===== src/rtl/core/bfdh_pkg.sv =====
// Package: shared constants and types for the Bloom filter block.
package bfdh_pkg;
  localparam int unsigned MAX_BITS_DEF   = 65536;
  localparam int unsigned MAX_HASHES_DEF = 16;
  localparam int unsigned BITCNT_W = 17;
  localparam int unsigned HASHCNT_W = 5;
  localparam int unsigned KEY_W = 64;
  localparam int unsigned CFG_W = 64;
  localparam int unsigned QDEPTH = 2;

  localparam logic [1:0] REG_BIT_COUNT  = 2'd0;
  localparam logic [1:0] REG_HASH_COUNT = 2'd1;
  localparam logic [1:0] REG_HASH_SALT  = 2'd2;

  localparam logic OP_ADD   = 1'b0;
  localparam logic OP_QUERY = 1'b1;

  // One classified item: everything the back end needs.
  typedef struct packed {
    logic             opcode;
    logic [KEY_W-1:0] h1;
    logic [KEY_W-1:0] h2;
  } job_t;
endpackage


===== src/rtl/core/bfdh_front.sv =====
// Front end: takes items, forms both hashes, queues jobs for the back end.
module bfdh_front #(
  parameter int unsigned DEPTH = bfdh_pkg::QDEPTH
) (
  input  logic                      clk,
  input  logic                      rst,
  input  logic                      start,
  input  logic                      opcode,
  input  logic [bfdh_pkg::KEY_W-1:0] key,
  input  logic [bfdh_pkg::KEY_W-1:0] salt,
  output logic                      full,
  output logic                      job_valid,
  output bfdh_pkg::job_t            job,
  input  logic                      job_take
);
  localparam int unsigned PW = (DEPTH > 1) ? $clog2(DEPTH) : 1;
  bfdh_pkg::job_t  q [DEPTH];
  logic [PW-1:0]   wp, rp;
  logic [PW:0]     cnt;
  logic            push;

  assign full = (cnt == (PW+1)'(DEPTH));
  assign push = start && !full;
  assign job_valid = (cnt != '0);
  assign job = q[rp];

  always_ff @(posedge clk) begin
    if (rst) begin
      wp <= '0;
      rp <= '0;
      cnt <= '0;
    end else begin
      if (push) begin
        wp <= (wp == PW'(DEPTH-1)) ? '0 : wp + 1'b1;
      end
      if (job_take) begin
        rp <= (rp == PW'(DEPTH-1)) ? '0 : rp + 1'b1;
      end
      cnt <= cnt + (PW+1)'(push) - (PW+1)'(job_take);
    end
    if (push) begin
      q[wp] <= '{opcode: opcode, h1: key, h2: key ^ salt};
    end
  end
endmodule


===== config.mk =====
export PLATFORM = sky130hd
export DESIGN_NAME = bfdh_front
export DESIGN_NICKNAME = d
export VERILOG_FILES = /design/src/rtl/core/bfdh_pkg.sv /design/src/rtl/core/bfdh_front.sv
export SDC_FILE = /design/constraint.sdc
export NUM_CORES = 1
export LEC_CHECK = 0
export BUFFER_PORTS_ARGS = -buffer_cell sky130_fd_sc_hd__clkbuf_2
export CORE_ASPECT_RATIO = 2
export CORE_MARGIN = 10
export CORE_UTILIZATION = 48
export CTS_BUF_LIST = sky130_fd_sc_hd__clkbuf_2
export DETAILED_ROUTE_END_ITERATION = 8
export PLACE_DENSITY_LB_ADDON = 0.1
export RECOVER_POWER = 25
export SETUP_SLACK_MARGIN = 0.1
export SLEW_MARGIN = 15
export SYNTH_ARGS = -nofsm -noshare
export SYNTH_HDL_FRONTEND = slang
export SYNTH_SLANG_ARGS = --single-unit

===== constraint.sdc =====
create_clock -name clk -period 10.67 [get_ports clk]
set_input_delay 0.5335 -clock clk [delete_from_list [all_inputs] [get_ports clk]]
set_output_delay 0.5335 -clock clk [all_outputs]
set_load 0.01 [all_outputs]

---- Yosys cells after proc, flatten, opt, wreduce, memory -nomap -nowiden ----
Memory sizes are Yosys's and may differ from the RTL's. A register that Yosys moved wholly into a read port is not among the register bits.
Index checks and enable logic that the tools add are counted.
Widths: inputs -> output; s select.
storage, ports and cells
  register bits after elaboration ......... 4
  bits of input ports ..................... 133
  bits in read-only memories .............. 0
  memories kept ........................... 1
  latch bits .............................. 0
  memory bits (writable) .................. 258
  word-level logic and storage cells ...... 19
  output and inout port bits .............. 131
memories
  name  words  width  read ports  clocked after memory_dff  wr ports  line              text
  q     2      129    1           1                         1         bfdh_front.sv:17  bfdh_pkg::job_t q [DEPTH];
cells by class
  shift-type cells ........................ 0
  muxes and demuxes ....................... 6
  $mul .................................... 0
  reduce and logical (&&, ||, !) cells .... 3
  add/sub/neg operators ................... 4
  equal/unequal tests ..................... 1
  magnitude comparators ................... 0
  divide/modulo/power cells ............... 0
  bitwise gates (word level) .............. 1
operators with widths
  cell                 number
  $xor 64x64->64       1
  $mux 1               6
  $add 1x1->1 const B  2
  $add 2x1->2          1
  $eq 2x2->1 const B   1
  $reduce_bool 2->1    1
  $sub 2x1->2          1
  $logic_and 1x1->1    1
  $logic_not 1->1      1

---- Logic depth before layout (Yosys ltp) ----
Gate-level depths: netlist of run 1.
  depth after elaboration ................. 5
  gate-level depth with buffers ........... 8
  mapped depth without buffers ............ 8

---- Least setup slack after synthesis of run 1 ----
OpenSTA, ideal clock, no wires.
  path type ............................... input to register
  start point ............................. input start
  end point ............................... memory q[1][0] (netlist bit), enable pin
  setup slack ............................. 6.613 ns
  stages .................................. 1
  buffers on the path ..................... 0
  data required time ...................... 10.166 ns
  arrival ................................. 3.553 ns
  library setup time ...................... 0.504 ns
  cells stage by stage .................... and3_1
between the ends
  longest elaborated chain between the ends .. 3
ends and longest elaborated chain
  item                          line              text
  start, declared               bfdh_front.sv:7   input logic start,
  $logic_and 1x1->1             bfdh_front.sv:23  assign push = start && !full;
  $mux 1                        bfdh_front.sv:41  if (push) begin
  $mux 1 (not written as such)  bfdh_front.sv:42  q[wp] <= '{opcode: opcode, h1: key, h2: key ^ salt};
  end, declared                 bfdh_front.sv:17
No other way between the ends.

==> results of run 1 <==
## timing repair
action,CTS,global route
hold endpoints to repair,242,0
hold buffers,124,0
gates resized for setup,0,0
## where the power goes
part / leakage, nW / total, mW / internal, mW / switching, mW
Sequential: 2.45 / 1.29 / 1.26 / 0.0317
Clock: 0.364 / 0.548 / 0.203 / 0.345
Combinational: 2.27 / 0.390 / 0.178 / 0.213
Total: 5.08 / 2.23 / 1.64 / 0.590
## layout make-up
cell class	instances	area (um^2)	share of cell area [%]
well taps	269	337	2.53
flip-flops and latches	263	7850	59.0
repair buffers	390	2500	18.8
clock buffers	83	415	3.12
diodes	1	2.50	0.0188
inverters	4	17.5	0.132
multi-input cells	210	2130	16.0
clock inverters	12	45.0	0.339
## stage by stage
| step | util, % | cells |
|---|---|---|
| 5_1_grt | 63.6 | 1232 |
| 3_5_place_dp | 55.8 | 1012 |
| 2_1_floorplan | - | 491 |
| 6_report | 63.6 | 1232 |
| 3_3_place_gp | 55.8 | 1012 |
| 4_1_cts | 63.9 | 1231 |
## sequential cells by signal, summed over array words and instances, names as in the netlist, named ones only
signal and flops:
rp 1, cnt 2, q 258, wp 1
## worst paths after layout
check / cells after the start / endpoint / startpoint / slack (ns)
max reg2reg: 5 / q[0][111]$_DFFE_PP_ / cnt[0]$_SDFF_PP0_ / 7.78
max: 3 / job[12] / flop / 6.94
min reg2reg: 2 / wp$_SDFFE_PP0P_ / wp$_SDFFE_PP0P_ / 0.52
min: 2 / q[0][7]$_DFFE_PP_ / salt[7] / 0.11
## layout by cell type, fill, tap and decap left out, types with 2 or more instances in the layout
cell and count:
buf_4 3, clkbuf_1 64, clkbuf_2 282, clkinv_1 12, dfxtp_1 4, dlygate4sd3_1 124, edfxtp_1 258, ha_1 2
inv_1 3, mux2_2 129, nor2_1 3, xor2_1 65
## worst max-delay path: cells and delay by family, from the launching register on
family	cells	cell delay, ns
buffers and inverters	2	0.91
flip-flops	1	0.96
multiplexers	1	0.44
## Yosys cell counts
| cell type | instances |
|---|---|
| mux2_2 | 129 |
| dfxtp_1 | 5 |
| o21ai_0 | 1 |
| nor2b_1 | 1 |
| xnor2_1 | 1 |
| nor2_1 | 3 |
| nor3_1 | 1 |
| nand2_1 | 1 |
| or2_2 | 1 |
| nand2b_2 | 1 |
| ha_1 | 2 |
| and2_1 | 1 |
| buf_6 | 13 |
| and3_1 | 1 |
| xor2_1 | 65 |
| or3_1 | 1 |
| inv_1 | 4 |
| a21oi_1 | 1 |
| edfxtp_1 | 258 |
| buf_2 | 1 |
## cells by family (layout without fill, tap and decap cells)
group	count (synthesis)	count (layout)
muxes	129	129
AOI/OAI and AO/OA	2	2
other	0	1
adders and majority gates	2	2
buffers and inverters	18	489
DFF	263	263
xor gates and xnor gates	66	66
and+or+nand+nor	11	11
## layer usage
metal,vias up,part of all wire [%],GRT usage (%)
met1,2860,34,15.8
li1,2786,-,-
met2,216,56,29.3
met4,0,2.2,6.53
met5,-,0,0
met3,39,8.2,5.45
==> out/qor.txt, run 1 <==
H-tree depth - 2
LEAKAGE - 5.08 nW
Worst-path clk slew - 0.12 ns
Max-Cap Viols - 0
Fillers - 1630
Max Transition Viols Final - 0
DRT Wirelength - 22.6 mm
Yosys reg bits - 263
Inserted Clock Buffers - 54
Worst slew pin tran - 0.939 ns
Slew headroom - 37.4%
Hold WS - 0.110 ns
Multiplexer share of the synthesized area - 14.3%
Skew-Pair Late Insertion Delay - 0.77 ns
Largest net degree at the start of global routing - 70
Run status - finished, final reports clean
Average vias per placed instance - 4.79
Critical Path Source Type - flop
Gp weighted congestion - 0.753
Clock sink count - 263
Setup TNS - 0 ns
Core Area - 20900 um^2
Synth unique cells - 20
Initial cell density of the core - 48.5%
Setup slack at placement - 7.58 ns
Root Driver - clkbuf_2
Main combinational cell family by area after synthesis - multiplexers
Post-Syn Area - 10100 um^2
Share of post-route cells with drive strength above 1 - 43.6%
Post-route ant nets - 0
Via count - 5901
Leading area contributor after synthesis - edfxtp_1
First-pass GRT wire length - 34.7 mm
Worst vdd ir - 0.000138 V
Setup Fix Bufs, Post-CTS - 0
Row count - 75
Period minus WS final - 3.73 ns
Slowest CP cell - dfxtp_4
Vias in the first global route - 6762
Post-Syn Area per Cell - 20.7 um^2
Post-route cell area - 13300 um^2
Die Y - 226 um
Cell Chain, Critical Path - buf_4 -> mux2_2 -> clkbuf_2
Fin worst setup slack - 6.94 ns
Initial antenna violation count - 1
1st-iter DRT viols - 225
GR Util All Layers - 16.0%
Max Clk Rate - 268 MHz
Crit. End Element - primary output
Synth warn - 0
Hold Crit Class - input pin to flop
Final Hold Viols - 0
Horiz. Die Dim - 123 um
Layout Nets - 1058
Area contributors post-synth - edfxtp_1 (76%), mux2_2 (14%), xor2_1 (5.6%)
Final Skew - 0.0416 ns
Critical setup path kind - flop to primary output
Seq/Total Area, Yosys - 77.4%
Final setup viols - 0
Critical Path AT - 3.20 ns
Syn Inst Count - 491
Tot Pwr - 2.23 mW
First-pass DRT Iterations - 4
GR Overflow Total - 0
I/O Buffers - 263
Area delta synth->final - 31.2%
Placed Area - 11700 um^2
Yosys top cell area share - 76.4%
Simple-gate share of the synthesized area - 0.592%
Pwr Density - 168 nW/um^2
Syn Nets - 626
Post-synthesis xor/xnor area fraction - 5.70%
WL/cell - 18.4 um
RSZ-0062 raised after global routing - false
Max FO, Critical Path - 69
Worst path required time - 10.14 ns
CTS tree - done
Clock Tree Buf Depth - 3
Hpwl dp - 14.9 mm
Full die area - 27700 um^2
Adder-Cell Fraction of Synth Area - 0.247%
Max incr delay on CP - 0.96 ns
DRC viols - 0
Compound-gate portion of the synthesized area - 0.0987%
Final worst-path cycle share - 35.0%
IO Pins - 264
No activity file was read; power rests on OpenSTA's default activity.
==> run 2: changes to the inputs <==
==> constraint.sdc (replaced) <==
create_clock -name clk -period 3.14 [get_ports clk]
set_input_delay 0.157 -clock clk [delete_from_list [all_inputs] [get_ports clk]]
set_output_delay 0.157 -clock clk [all_outputs]
set_load 0.01 [all_outputs]
==> run 2 against run 1 <==
Via count up 1.8%. Hold slack better by 0.035 ns. Critical path depth unchanged. Count of clock-buffer cells in the layout down 13. Utilization up 0.91 points. Final cell count up 1.9%. Wire length up 6.7%. Combinational power rose to 3.5 times the previous value. Critical path type unchanged. Critical endpoint is now job[120]. Largest cell class unchanged. Highest routed layer unchanged.
==> out/qor.txt, run 2 (synthesis gave the netlist of run 1 again) <==
Run status - finished, final reports clean
FF/Latch Area - 7850 um^2 (unchanged)
I/O Buffers - 263 (unchanged)
Slew headroom - 51.3% (+14 points)
RSZ-0062 raised after global routing - false
Critical Path Source Type - flop
Final setup viols - 0 (unchanged)
Max incr delay on CP - 0.82 ns (-0.14 ns)
Vias in the first global route - 6933 (+2.5%)
Max Clk Rate - 369 MHz
Final worst-path cycle share - 86.3%
Max FO, Critical Path - 50 (-28%)
GR Util All Layers - 17.4% (+1.4 points)
Cell Chain, Critical Path - buf_4 -> mux2_2 -> clkbuf_2
Worst vdd ir - 0.000328 V (+140%)
Final Skew - 0.0318 ns (-0.00986 ns)
IO Pins - 264 (unchanged)
Reg2Reg Setup Slack - 1.17 ns (-6.61 ns)
Most common cell after layout, fill and taps aside - clkbuf_2
# resized after CTS - 0 (unchanged)
Row count - 75 (unchanged)
Worst-path clk slew - 0.10 ns (-0.02 ns)
Core Area - 20900 um^2 (unchanged)
Largest regs - q x258, cnt x2
Full die area - 27700 um^2 (unchanged)
GR Overflow Total - 0 (unchanged)
Horiz. Die Dim - 123 um (unchanged)
1st-iter DRT viols - 235 (+4.4%)
Hold Crit Class - input pin to flop
First-pass GRT wire length - 37.0 mm (+6.6%)
Clock sink count - 263 (unchanged)
Setup TNS - 0 ns (unchanged)
DRC viols - 0 (unchanged)
Crit. End Element - primary output
Post-route ant nets - 0 (unchanged)
Inserted Clock Buffers - 53 (-1.9%)
Average vias per placed instance - 4.79 (about the same)
Clock Tree Buf Depth - 3 (unchanged)
CTS tree - done
First-pass DRT Iterations - 4 (unchanged)
WL/cell - 19.2 um (+4.8%)
Hold EP - q[0][128]$_DFFE_PP_
Critical setup path kind - flop to primary output
Hold Startpoint - opcode
Via count - 6010 (+1.8%)
Buf+Inv Stages, Crit Path - 2 (unchanged)
Worst slew pin tran - 0.730 ns (-0.209 ns)
Fillers - 1568 (-3.8%)
Slowest CP cell - dfxtp_4
Critical Path AT - 2.55 ns (-0.65 ns)
Area of the multi-input gates - 2140 um^2 (+0.24%)
Worst path required time - 2.98 ns (-7.16 ns)
Gp weighted congestion - 0.857 (+14%)
Hold Path Stages - 2 (unchanged)
Die Y - 226 um (unchanged)
Hpwl dp - 16.2 mm (+8.6%)
Pwr Density - 563 nW/um^2 (+240%)
Max Transition Viols Final - 0 (unchanged)
Reg-to-Reg End - q[0][109]$_DFFE_PP_
DRT Wirelength - 24.1 mm (+6.7%)
FF-to-FF Start - cnt[0]$_SDFF_PP0_
Final Hold Viols - 0 (unchanged)
Initial cell density of the core - 48.5% (unchanged)
Most frequent cells in the layout - clkbuf_2 (268), edfxtp_1 (258), dlygate4sd3_1 (133)
H-tree depth - 2 (unchanged)
Reg2Reg Depth - 5 (unchanged)
Placed Area - 11800 um^2 (+0.74%)
Number of flip-flops in the largest register - 258 (unchanged)
Max-Cap Viols - 0 (unchanged)
Area delta synth->final - 33.0%
Largest net degree at the start of global routing - 79 (+13%)
Share of post-route cells with drive strength above 1 - 42.2% (-1.4 points)
Root Driver - clkbuf_2
Period minus WS final - 2.71 ns
Reg with most FFs - q
Post-route cell area - 13500 um^2 (+1.4%)
Top delay family on crit path - flip-flops
Layout Nets - 1070 (+1.1%)
LEAKAGE - 5.13 nW (+0.87%)
Skew-Pair Late Insertion Delay - 0.78 ns (about the same)
Initial antenna violation count - 6 (+5)
-- run 2: cell count changes in the layout (fill, tap and decap cells not counted), sizes merged --
cell / before / now
buf: 3 / 7
clkbuf: 346 / 333
clkinv: 12 / 28
clkinvlp: 0 / 1
diode: 1 / 7
dlygate4sd3: 124 / 133
-- run 2: metrics by stage --
| stage | cells | worst slack, ns | total power [mW] | util (%) | hold WS, ns |
|---|---|---|---|---|---|
| floorplan | 491 | 0.120 | 5.17 | - | 0.226 |
| global placement | 1016 | 1.23 | 5.71 | 56.2 | 0.361 |
| detailed placement | 1016 | 1.18 | 5.75 | 56.2 | 0.360 |
| CTS | 1248 | 0.285 | 7.74 | 64.8 | 0.0155 |
| global route | 1254 | 0.172 | 8.03 | 64.5 | 0.0598 |
| finish | 1255 | 0.432 | 7.60 | 64.5 | 0.145 |
-- run 2: power by group --
| group | switching (mW) | internal (mW) |
|---|---|---|
| Clock | 1.21 | 0.619 |
| Combinational | 0.734 | 0.634 |
| Sequential | 0.116 | 4.29 |
-- run 2: what timing repair did --
item                                   4_1_cts  5_1_grt
endpoints found under the hold margin      294        0
hold buffers                               133        0
setup buffers                                0        0
-- run 2: metal layers --
metal,wire (um),up-vias,track usage (%)
met5,0,-,0
met4,898,0,9.09
met3,1730,59,4.94
met2,13800,234,32.4
met1,7700,2898,16.4
li1,-,2819,-
-- run 2: layout make-up --
class                      instances  share of cell area, %
sequential                       263                   58.2
inverter                           4                  0.139
antenna                            7                  0.130
clock buffer                      70                   2.60
timing repair buffer             403                   19.8
multi-input combinational        210                   15.8
clock inverter                    29                  0.825
tap                              269                   2.49
-- run 2: worst max path at each step --
stage,from,slack [ns],end,depth (start not counted)
floorplan,cnt[0]$_SDFF_PP0_,0.12,q[0][0]$_DFFE_PP_,4
global placement,flop,1.23,job[0],3
detailed placement,flop,1.18,job[119],3
CTS,flop,0.28,job[119],3
global route,flop,0.17,job[116],3
finish,flop,0.43,job[120],3
-- run 2: worst register-to-register path, stage by stage, from the launching register on --
cell and delay (ns):
dfxtp_1 0.37, nand2b_2 0.15, inv_1 0.06, or3_4 0.34, clkinvlp_4 0.10, buf_4 0.55
